$ cat config.mk
export PLATFORM = sky130hd
export DESIGN_NAME = css_color_value_parser_core
export DESIGN_NICKNAME = d
export VERILOG_FILES = /design/src/rtl/core/cssp_pkg.sv /design/src/rtl/core/cssp_parse.sv /design/src/rtl/core/cssp_out_fifo.sv /design/src/rtl/core/css_color_value_parser_core.sv
export VERILOG_INCLUDE_DIRS = /design/src /design/src/rtl/core
export SDC_FILE = /design/constraint.sdc
export NUM_CORES = 1
export LEC_CHECK = 0
export BUFFER_PORTS_ARGS = -buffer_cell sky130_fd_sc_hd__clkbuf_2
export CAP_MARGIN = 20
export CORE_MARGIN = 10
export CORE_UTILIZATION = 69
export CTS_CLUSTER_SIZE = 28
export DETAILED_ROUTE_END_ITERATION = 12
export HOLD_SLACK_MARGIN = 0.15
export PLACE_DENSITY = 0.92
export SYNTH_ARGS = -nofsm -noshare
export SYNTH_HDL_FRONTEND = slang
export SYNTH_SLANG_ARGS = --single-unit
$ cat constraint.sdc
create_clock -name clk_i -period 9.3 [get_ports clk_i]
set_input_delay 1.395 -clock clk_i [delete_from_list [all_inputs] [get_ports clk_i]]
set_output_delay 1.395 -clock clk_i [all_outputs]
set_load 0.1 [all_outputs]
$ cat src/rtl/core/css_color_value_parser_core_defines.svh
// ----------------------------------------------------------------------------
// CSS color value parser assertion macros
// Shared concurrent assertion forms, clocked on clk_i, off during reset.
// ----------------------------------------------------------------------------
`ifndef CSS_COLOR_VALUE_PARSER_CORE_DEFINES_SVH
`define CSS_COLOR_VALUE_PARSER_CORE_DEFINES_SVH

// Consequent must hold in the same cycle as the antecedent.
`define CSSP_ASSERT_SAME(lbl, ante, cons, msg) \
  lbl: assert property (@(posedge clk_i) disable iff (!rst_ni) (ante) |-> (cons)) \
    else $error(msg);

// Consequent must hold in the cycle after the antecedent.
`define CSSP_ASSERT_NEXT(lbl, ante, cons, msg) \
  lbl: assert property (@(posedge clk_i) disable iff (!rst_ni) (ante) |=> (cons)) \
    else $error(msg);

`endif

$ cat src/rtl/core/cssp_pkg.sv
// ----------------------------------------------------------------------------
// CSS color value parser package
// Types, character constants and color name tables shared by the core.
// ----------------------------------------------------------------------------
package cssp_pkg;

  typedef enum logic [1:0] {
    MODE_UNDECIDED = 2'd0,
    MODE_WORD      = 2'd1,
    MODE_HEX       = 2'd2,
    MODE_RGB       = 2'd3
  } mode_e;

  typedef enum logic [1:0] {
    PH_LEAD   = 2'd0,
    PH_DIGITS = 2'd1,
    PH_TRAIL  = 2'd2,
    PH_DONE   = 2'd3
  } phase_e;

  // One result beat.
  typedef struct packed {
    logic       valid_res;
    logic [7:0] red;
    logic [7:0] green;
    logic [7:0] blue;
  } res_t;

  localparam int unsigned NumWords = 7;
  localparam logic [8:0]  AccMax   = 9'd511;
  localparam logic [8:0]  PctMax   = 9'd100;
  localparam logic [8:0]  CompMax  = 9'd255;
  // floor(v * 255 / 100) == (v * PctMul) >> 19 for v up to 100.
  localparam logic [27:0] PctMul   = 28'd1336965;
  localparam logic [7:0]  RgbBit   = 8'h80;

  localparam logic [7:0] CH_HASH   = 8'h23;
  localparam logic [7:0] CH_PCT    = 8'h25;
  localparam logic [7:0] CH_RPAREN = 8'h29;
  localparam logic [7:0] CH_COMMA  = 8'h2C;

  localparam logic [7:0] WORD_TAB [NumWords][8] = '{
    '{"b", "l", "a", "c", "k", 8'h00, 8'h00, 8'h00},
    '{"w", "h", "i", "t", "e", 8'h00, 8'h00, 8'h00},
    '{"r", "e", "d", 8'h00, 8'h00, 8'h00, 8'h00, 8'h00},
    '{"b", "l", "u", "e", 8'h00, 8'h00, 8'h00, 8'h00},
    '{"g", "r", "e", "e", "n", 8'h00, 8'h00, 8'h00},
    '{"g", "r", "a", "y", 8'h00, 8'h00, 8'h00, 8'h00},
    '{"g", "r", "e", "y", 8'h00, 8'h00, 8'h00, 8'h00}
  };

  localparam logic [2:0] WORD_LEN [NumWords] = '{
    3'd5, 3'd5, 3'd3, 3'd4, 3'd5, 3'd4, 3'd4
  };

  localparam logic [23:0] WORD_RGB [NumWords] = '{
    24'h000000, 24'hFFFFFF, 24'hFF0000, 24'h0000FF,
    24'h008000, 24'h808080, 24'h808080
  };

  localparam logic [7:0] RGB_PREFIX [4] = '{"r", "g", "b", "("};

  function automatic logic is_space(input logic [7:0] c);
    return (c == 8'h20) || ((c >= 8'h09) && (c <= 8'h0D));
  endfunction

  // Returns {valid, nibble}.
  function automatic logic [4:0] hex_digit(input logic [7:0] c);
    logic [4:0] r;
    r = 5'd0;
    if ((c >= "0") && (c <= "9")) begin
      r = {1'b1, 4'(c - 8'h30)};
    end else if ((c >= "a") && (c <= "f")) begin
      r = {1'b1, 4'(c - 8'h57)};
    end else if ((c >= "A") && (c <= "F")) begin
      r = {1'b1, 4'(c - 8'h37)};
    end
    return r;
  endfunction

  // Clamp to 100 and scale by 255/100, rounding down.
  function automatic logic [7:0] pct_scale(input logic [8:0] acc);
    logic [6:0]  v;
    logic [27:0] prod;
    v    = (acc > PctMax) ? 7'(PctMax) : acc[6:0];
    prod = 28'(v) * PctMul;
    return prod[26:19];
  endfunction

endpackage

$ cat src/rtl/core/cssp_parse.sv
// ----------------------------------------------------------------------------
// CSS color value parser state stage
// Holds the per-value parse state and updates it once per accepted byte.
// ----------------------------------------------------------------------------
`include "css_color_value_parser_core_defines.svh"

module cssp_parse import cssp_pkg::*; (
  input  logic       clk_i,
  input  logic       rst_ni,
  input  logic       accept_i,
  input  logic [7:0] char_byte_i,
  input  logic       last_byte_i,
  output logic       push_o,
  output res_t       res_o
);

  mode_e       mode_q, mode_d;
  phase_e      phase_q, phase_d;
  logic [2:0]  char_count_q, char_count_d;
  logic [1:0]  comp_idx_q, comp_idx_d;
  logic [8:0]  acc_q, acc_d;
  logic        percent_q, percent_d;
  logic [7:0]  red_q, red_d, green_q, green_d, blue_q, blue_d;
  logic [7:0]  name_hits_q, name_hits_d;
  logic        space_q, space_d;
  logic        closed_q, closed_d;
  logic        failed_q, failed_d;

  logic        sp;
  logic        is_dig;
  logic [3:0]  dig_val;
  logic [7:0]  lc;
  logic [4:0]  hexd;
  logic        word_step;
  logic        do_trail;
  logic [12:0] acc_mul;
  logic [7:0]  comp_val;
  logic [23:0] hex_word;
  logic        found;
  logic        ok;
  logic [23:0] rgb;

  assign sp      = is_space(char_byte_i);
  assign is_dig  = (char_byte_i >= "0") && (char_byte_i <= "9");
  assign dig_val = char_byte_i[3:0];
  assign lc      = ((char_byte_i >= "A") && (char_byte_i <= "Z")) ?
                   (char_byte_i + 8'd32) : char_byte_i;
  assign hexd    = hex_digit(char_byte_i);
  assign acc_mul = 13'(acc_q) * 13'd10 + 13'(dig_val);
  assign hex_word = {red_q, green_q, blue_q};

  always_comb begin
    mode_d       = mode_q;
    phase_d      = phase_q;
    char_count_d = char_count_q;
    comp_idx_d   = comp_idx_q;
    acc_d        = acc_q;
    percent_d    = percent_q;
    red_d        = red_q;
    green_d      = green_q;
    blue_d       = blue_q;
    name_hits_d  = name_hits_q;
    space_d      = space_q;
    closed_d     = closed_q;
    failed_d     = failed_q;
    word_step    = 1'b0;
    do_trail     = 1'b0;
    comp_val     = 8'd0;
    found        = 1'b0;
    ok           = 1'b0;
    rgb          = 24'd0;

    if (accept_i && !failed_q) begin
      unique case (mode_q)
        MODE_UNDECIDED: begin
          if (!sp) begin
            if (char_byte_i == CH_HASH) begin
              mode_d = MODE_HEX;
            end else begin
              mode_d    = MODE_WORD;
              word_step = 1'b1;
            end
          end
        end
        MODE_WORD: begin
          if (sp) begin
            space_d = 1'b1;
          end else if (space_q) begin
            failed_d = 1'b1;
          end else begin
            word_step = 1'b1;
          end
        end
        MODE_HEX: begin
          if (sp) begin
            space_d = 1'b1;
          end else if (space_q || !hexd[4]) begin
            failed_d = 1'b1;
          end else begin
            {red_d, green_d, blue_d} = {hex_word[19:0], hexd[3:0]};
            if (char_count_q != 3'd7) begin
              char_count_d = char_count_q + 3'd1;
            end
          end
        end
        MODE_RGB: begin
          if (!sp) begin
            closed_d = (char_byte_i == CH_RPAREN);
          end
          unique case (phase_q)
            PH_LEAD: begin
              if (is_dig) begin
                acc_d   = 9'(dig_val);
                phase_d = PH_DIGITS;
              end else if (!sp) begin
                failed_d = 1'b1;
              end
            end
            PH_DIGITS: begin
              if (is_dig) begin
                acc_d = (acc_mul > 13'(AccMax)) ? AccMax : acc_mul[8:0];
              end else begin
                percent_d = (char_byte_i == CH_PCT);
                if (percent_d) begin
                  comp_val = pct_scale(acc_q);
                end else begin
                  comp_val = (acc_q > CompMax) ? 8'hFF : acc_q[7:0];
                end
                unique case (comp_idx_q)
                  2'd0:    red_d   = comp_val;
                  2'd1:    green_d = comp_val;
                  default: blue_d  = comp_val;
                endcase
                if (comp_idx_q >= 2'd2) begin
                  phase_d = PH_DONE;
                end else begin
                  phase_d  = PH_TRAIL;
                  do_trail = !percent_d;
                end
              end
            end
            PH_TRAIL: do_trail = 1'b1;
            default: ;
          endcase
        end
        default: ;
      endcase
    end

    // A comma moves on to the next component; anything else but space fails.
    if (do_trail && !sp) begin
      if ((char_byte_i == CH_COMMA) && (comp_idx_q < 2'd2)) begin
        comp_idx_d = comp_idx_q + 2'd1;
        phase_d    = PH_LEAD;
      end else begin
        failed_d = 1'b1;
      end
    end

    // Name matching: drop every candidate that disagrees at this position.
    if (word_step) begin
      for (int k = 0; k < NumWords; k++) begin
        if (name_hits_q[k] && ((char_count_q >= WORD_LEN[k]) ||
            (WORD_TAB[k][char_count_q] != lc))) begin
          name_hits_d[k] = 1'b0;
        end
      end
      if (name_hits_q[7] && ((char_count_q >= 3'd4) ||
          (RGB_PREFIX[char_count_q[1:0]] != lc))) begin
        name_hits_d[7] = 1'b0;
      end
      if (char_count_q != 3'd7) begin
        char_count_d = char_count_q + 3'd1;
      end
      if (name_hits_d[7] && (char_count_q == 3'd3)) begin
        mode_d      = MODE_RGB;
        phase_d     = PH_LEAD;
        comp_idx_d  = 2'd0;
        name_hits_d = 8'd0;
      end else if (name_hits_d == 8'd0) begin
        failed_d = 1'b1;
      end
    end

    // Final verdict is taken from the state after this byte.
    if (!failed_d) begin
      unique case (mode_d)
        MODE_WORD: begin
          for (int k = 0; k < NumWords; k++) begin
            if (!found && name_hits_d[k] && (char_count_d == WORD_LEN[k])) begin
              found = 1'b1;
              rgb   = WORD_RGB[k];
            end
          end
          ok = found;
        end
        MODE_HEX: begin
          if (char_count_d == 3'd6) begin
            ok  = 1'b1;
            rgb = {red_d, green_d, blue_d};
          end else if (char_count_d == 3'd3) begin
            ok  = 1'b1;
            rgb = {green_d[3:0], green_d[3:0], blue_d[7:4], blue_d[7:4],
                   blue_d[3:0], blue_d[3:0]};
          end
        end
        MODE_RGB: begin
          if ((phase_d == PH_DONE) && closed_d) begin
            ok  = 1'b1;
            rgb = {red_d, green_d, blue_d};
          end
        end
        default: ;
      endcase
    end
    if (!ok) begin
      rgb = 24'd0;
    end

    // The value is complete: start clean for the next one.
    if (accept_i && last_byte_i) begin
      mode_d       = MODE_UNDECIDED;
      phase_d      = PH_LEAD;
      char_count_d = 3'd0;
      comp_idx_d   = 2'd0;
      acc_d        = 9'd0;
      percent_d    = 1'b0;
      red_d        = 8'd0;
      green_d      = 8'd0;
      blue_d       = 8'd0;
      name_hits_d  = 8'hFF;
      space_d      = 1'b0;
      closed_d     = 1'b0;
      failed_d     = 1'b0;
    end
  end

  assign push_o          = accept_i && last_byte_i;
  assign res_o.valid_res = ok;
  assign res_o.red       = rgb[23:16];
  assign res_o.green     = rgb[15:8];
  assign res_o.blue      = rgb[7:0];

  always_ff @(posedge clk_i or negedge rst_ni) begin
    if (!rst_ni) begin
      mode_q       <= MODE_UNDECIDED;
      phase_q      <= PH_LEAD;
      char_count_q <= 3'd0;
      comp_idx_q   <= 2'd0;
      acc_q        <= 9'd0;
      percent_q    <= 1'b0;
      red_q        <= 8'd0;
      green_q      <= 8'd0;
      blue_q       <= 8'd0;
      name_hits_q  <= 8'hFF;
      space_q      <= 1'b0;
      closed_q     <= 1'b0;
      failed_q     <= 1'b0;
    end else begin
      mode_q       <= mode_d;
      phase_q      <= phase_d;
      char_count_q <= char_count_d;
      comp_idx_q   <= comp_idx_d;
      acc_q        <= acc_d;
      percent_q    <= percent_d;
      red_q        <= red_d;
      green_q      <= green_d;
      blue_q       <= blue_d;
      name_hits_q  <= name_hits_d;
      space_q      <= space_d;
      closed_q     <= closed_d;
      failed_q     <= failed_d;
    end
  end

  `CSSP_ASSERT_NEXT(a_fail_sticky, failed_q && !(accept_i && last_byte_i), failed_q, "failure flag dropped before end of value")
  `CSSP_ASSERT_NEXT(a_last_clears, accept_i && last_byte_i, (mode_q == MODE_UNDECIDED) && !failed_q && (name_hits_q == 8'hFF), "state not cleared after last beat")
  `CSSP_ASSERT_SAME(a_rgb_no_names, mode_q == MODE_RGB, (name_hits_q & ~RgbBit) == 8'd0, "name candidates alive in rgb mode")

endmodule

$ cat src/rtl/core/cssp_out_fifo.sv
// ----------------------------------------------------------------------------
// CSS color value parser result buffer
// Two-entry register FIFO that decouples the result channel from the input.
// ----------------------------------------------------------------------------
`include "css_color_value_parser_core_defines.svh"

module cssp_out_fifo import cssp_pkg::*; (
  input  logic clk_i,
  input  logic rst_ni,
  input  logic push_i,
  input  res_t res_i,
  output logic space_o,
  output logic valid_o,
  input  logic ready_i,
  output res_t res_o
);

  res_t       mem_q [2];
  logic       wr_ptr_q, wr_ptr_d;
  logic       rd_ptr_q, rd_ptr_d;
  logic [1:0] cnt_q, cnt_d;
  logic       pop;

  assign valid_o = (cnt_q != 2'd0);
  assign space_o = (cnt_q != 2'd2);
  assign pop     = valid_o && ready_i;
  assign res_o   = mem_q[rd_ptr_q];

  always_comb begin
    wr_ptr_d = push_i ? !wr_ptr_q : wr_ptr_q;
    rd_ptr_d = pop ? !rd_ptr_q : rd_ptr_q;
    cnt_d    = cnt_q + 2'(push_i) - 2'(pop);
  end

  always_ff @(posedge clk_i or negedge rst_ni) begin
    if (!rst_ni) begin
      wr_ptr_q <= 1'b0;
      rd_ptr_q <= 1'b0;
      cnt_q    <= 2'd0;
    end else begin
      wr_ptr_q <= wr_ptr_d;
      rd_ptr_q <= rd_ptr_d;
      cnt_q    <= cnt_d;
    end
  end

  always_ff @(posedge clk_i) begin
    if (push_i) begin
      mem_q[wr_ptr_q] <= res_i;
    end
  end

  `CSSP_ASSERT_SAME(a_no_overflow, cnt_q == 2'd2, !push_i, "result pushed into a full buffer")
  `CSSP_ASSERT_NEXT(a_pop_drains, pop && !push_i, cnt_q == $past(cnt_q) - 2'd1, "pop did not drain an entry")
  `CSSP_ASSERT_NEXT(a_push_fills, push_i && !pop, cnt_q == $past(cnt_q) + 2'd1, "push did not fill an entry")

endmodule

$ cat src/rtl/core/css_color_value_parser_core.sv
// ----------------------------------------------------------------------------
// CSS color value parser core
// Parses rgb(), #rgb / #rrggbb and named colors from a byte stream.
// ----------------------------------------------------------------------------
// Usage:
//   The input channel carries one byte of the value text per beat, with
//   last_byte_i marking the final byte. Leading and trailing whitespace is
//   trimmed. Only the beat with last_byte_i set yields a result beat on the
//   output channel: valid_res_o and the red, green and blue channels, all
//   zero when the text is not a color.
//   Bytes are accepted at one beat per cycle while the result buffer has
//   space. A result is written into the result buffer when its last byte is
//   accepted; the parse state update and verdict are one shallow pass between
//   the state registers and a two-entry result buffer.
//   When the receiver stalls, up to two results are held; in_ready_o falls
//   only while both entries are full.
//   Reset clears the parse state and empties the result buffer; the block
//   is ready in the first cycle after reset.
// ----------------------------------------------------------------------------
module css_color_value_parser_core import cssp_pkg::*; (
  input  logic       clk_i,
  input  logic       rst_ni,
  input  logic       in_valid_i,
  output logic       in_ready_o,
  input  logic [7:0] char_byte_i,
  input  logic       last_byte_i,
  output logic       out_valid_o,
  input  logic       out_ready_i,
  output logic       valid_res_o,
  output logic [7:0] red_o,
  output logic [7:0] green_o,
  output logic [7:0] blue_o
);

  logic accept;
  logic push;
  logic space;
  res_t res_new;
  res_t res_out;

  assign in_ready_o = space;
  assign accept     = in_valid_i && space;

  cssp_parse u_parse (
    .clk_i       (clk_i),
    .rst_ni      (rst_ni),
    .accept_i    (accept),
    .char_byte_i (char_byte_i),
    .last_byte_i (last_byte_i),
    .push_o      (push),
    .res_o       (res_new)
  );

  cssp_out_fifo u_out_fifo (
    .clk_i   (clk_i),
    .rst_ni  (rst_ni),
    .push_i  (push),
    .res_i   (res_new),
    .space_o (space),
    .valid_o (out_valid_o),
    .ready_i (out_ready_i),
    .res_o   (res_out)
  );

  assign valid_res_o = res_out.valid_res;
  assign red_o       = res_out.red;
  assign green_o     = res_out.green;
  assign blue_o      = res_out.blue;

endmodule

==> impl_metrics.tcl <==
set metrics [dict create \
    synthesis.nets 1199 \
    dieWidth_um 139 \
    min_path_type "flop to flop" \
    grt_pass1_vias 8289 \
    fin_worst_skew_ns 0.00661 \
    synth_most_common_cell "nor2_1" \
    cts-root-buf "clkbuf_16" \
    clk_latency_ns 0.36 \
    async_reset_ff_share_pct 53.3 \
    synth_top_area_share_pct 15.5 \
    worstSetupStartpointType "flop" \
    max_freq_mhz 161 \
    startpoint "u_parse.acc_q[8]$_DFFE_PN0P_" \
    io_pins 40 \
    clockBufferDepth 2 \
    cp.arrival_ns 6.40 \
    antenna_cells 0 \
    rsz0062_at_grt "no" \
    drtPass1Iterations 8 \
    cp.required_ns 9.50 \
    start_util_pct 70.2 \
    syn2layout_area_growth_pct 5.48 \
    wl_per_cell_um 20.7 \
    post-route-util_pct 74.0 \
    post_cts.repair.setup_buffers 0 \
    yosysTopAreaCell "edfxtp_1" \
    cts_max_level 3 \
    cts_resized 0 \
    vias 8808 \
    place_congestion 0.984 \
    synth-seq-cells 107 \
    multi_input_area_mm2 0.00623 \
    dp_slack_ns 3.21 \
    finalWirelength_um 26000 \
    dpl.hpwl_um 18800 \
    max-slew-margin-rel_pct 28.5 \
    synth_edf_count 50 \
    clock_sinks 107 \
    grt_pass1_wl_um 42000 \
    path_max_fanout 17 \
    maxSlewViolCount 0 \
    final_area_mm2 0.0102 \
    postCtsHoldBufs 0 \
    dpl_cell_area_mm2 0.00989 \
    ir_drop_uv 194 \
    syn_avg_cell_area_um2 9.05 \
    finalNonFillerCells 1258 \
    antenna_found_initial 1 \
    worst_slew_pin_slew_ns 1.07 \
    ant_nets 0 \
    setup_ws_ns 3.10 \
    cts_made_buffers 9 \
    setup_viol 0 \
    finalCriticalPeriod_ns 6.20 \
    finalCritPeriodShare_pct 66.7 \
    power_density_mw_per_mm2 195 \
    maxCapViolCount 0 \
    viasPerCell 7.00 \
    gr-usage-all-layers_pct 25.7 \
    die-area_mm2 0.0192 \
    grt_max_degree 58 \
    regArea_mm2 0.00294 \
    nets 1200 \
    rows 43 \
    io_buffers 39 \
    fp.dieH_um 139 \
    r2r-start "u_parse.acc_q[8]$_DFFE_PN0P_" \
    status "complete, no violations" \
    coreArea_mm2 0.0138 \
    cts_tree "done" \
    ys_warn_count 0 \
    crit_type "flop to flop" \
    finalHoldViolCount 0 \
    clk_pin_slew_ns 0.08 \
    drc_errors 0 \
    leakage_nw 4.55 \
    gr-total-overflow 0 \
    hp-start "u_parse.name_hits_q[6]$_DFF_PN1_" \
    place_inst 1241 \
    yosysUniqueCellTypes 92 \
    syn-instance-count 1072 \
    nFillCells 980 \
    finalSetupTns_ns 0 \
    synth_flop_cell "edfxtp_1" \
    yosys-top-cells-area "edfxtp_1 15%, ha_1 13%, dfrtp_1 13%" \
    layout-drive-gt1-share_pct 12.8 \
    syn-cell-area_mm2 0.00971 \
    synth_common_cells "102 x nor2_1, 99 x ha_1, 72 x inv_1" \
    worstSetupEndpointType "flop" \
    yosysSeqAreaShare_pct 30.3 \
    drt_iter0_drc 1117 \
]
## path summary, 6_finish.rpt
path,slack (ns),endpoint,cells past startpoint
setup / recovery,3.10,u_out_fifo.mem_q[0][7]$_DFFE_PP_,18
hold / removal,0.47,u_parse.name_hits_q[6]$_DFF_PN1_,2
setup reg to reg,3.10,u_out_fifo.mem_q[0][7]$_DFFE_PP_,18
hold reg to reg,0.47,u_parse.name_hits_q[6]$_DFF_PN1_,2
max in group asynchronous,7.63,u_parse.blue_q[5]$_DFF_PN0_,2
min in group asynchronous,1.17,u_out_fifo.cnt_q[1]$_DFF_PN0_,2
## cell type report
type                            count  share of cell area, %
Clock buffer                        9                   2.20
Multi-Input combinational cell    839                   60.9
Timing Repair Buffer               44                   2.47
Clock inverter                      7                  0.917
Inverter                           72                   2.64
Sequential cell                   107                   28.7
Tap cell                          180                   2.20
## stage by stage
step           power (mW)  hold WS (ns)
3_3_place_gp         1.54         0.461
5_1_grt              2.07         0.486
4_1_cts              1.97         0.476
2_1_floorplan        1.39         0.444
6_report             2.00         0.474
3_5_place_dp         1.56         0.463
## metal layers
layer  GRT usage [%]  share of wire (%)  vias up
met5               0              0.077        -
met3            4.59                8.0       99
met4            6.88                3.4        2
met2            43.0                 48      538
li1                -                  -     3980
met1            33.3                 41     4189
## sequential cells by signal (all words and copies together) (netlist names)
register,count
u_parse.green_q,8
u_parse.name_hits_q,8
u_parse.mode_q,2
u_parse.acc_q,9
u_parse.red_q,8
u_out_fifo.mem_q,50
u_parse.closed_q,1
u_parse.comp_idx_q,2
u_parse.space_q,1
u_parse.blue_q,8
u_parse.phase_q,2
u_out_fifo.rd_ptr_q,1
u_out_fifo.cnt_q,2
u_out_fifo.wr_ptr_q,1
u_parse.failed_q,1
u_parse.char_count_q,3
## where the power goes
part / total [mW] / internal [mW] / switching (mW)
clock: 0.412 / 0.217 / 0.195
combinational: 0.938 / 0.252 / 0.687
sequential: 0.645 / 0.572 / 0.0727
## critical path, stage by stage (launching register included)
cell      delay [ns]
dfrtp_1         0.55
a211oi_1        0.44
a21oi_1         0.11
or2_2           0.37
ha_1            0.33
ha_1            0.18
or2_2           0.30
fa_1            0.41
fa_1            0.45
ha_1            0.42
nand3_1         0.10
nor2_1          0.27
o2111a_1        0.33
o21ai_0         0.14
xnor2_1         0.18
o21ai_0         0.20
o311ai_0        0.82
o211ai_1        0.22
a21oi_1         0.22
## kinds of logic (layout without fill, tap and decap cells)
logic type	count (synthesis)	in the layout	synth area share (%)
AO/OA/AOI/OAI	283	283	20.6
XOR/XNOR	30	30	2.71
adder cells (fa/ha/maj)	114	114	15.9
buffers and inverters	126	132	5.54
flip-flops	107	107	30.3
multiplexers	36	36	4.12
AND/OR/NAND/NOR	376	376	20.9
## cells in the final DEF, fill, tap and decap left out, types with 10 or more instances in the layout
cell	n
ha_1	99
a22oi_1	10
or3_1	12
dfrtp_1	49
nand3_1	29
nand2b_1	17
and3_1	13
inv_1	72
mux2_2	29
nand4_1	17
o211ai_1	14
edfxtp_1	50
o21a_1	10
clkbuf_2	39
a221oi_1	10
nor3_1	29
xnor2_1	21
fa_1	15
a31oi_1	20
nor4_1	11
nor2_1	101
o21ai_0	49
a21o_1	17
a21oi_1	59
and2_1	22
nand2_1	64
(Power assumes the default switching activity.)
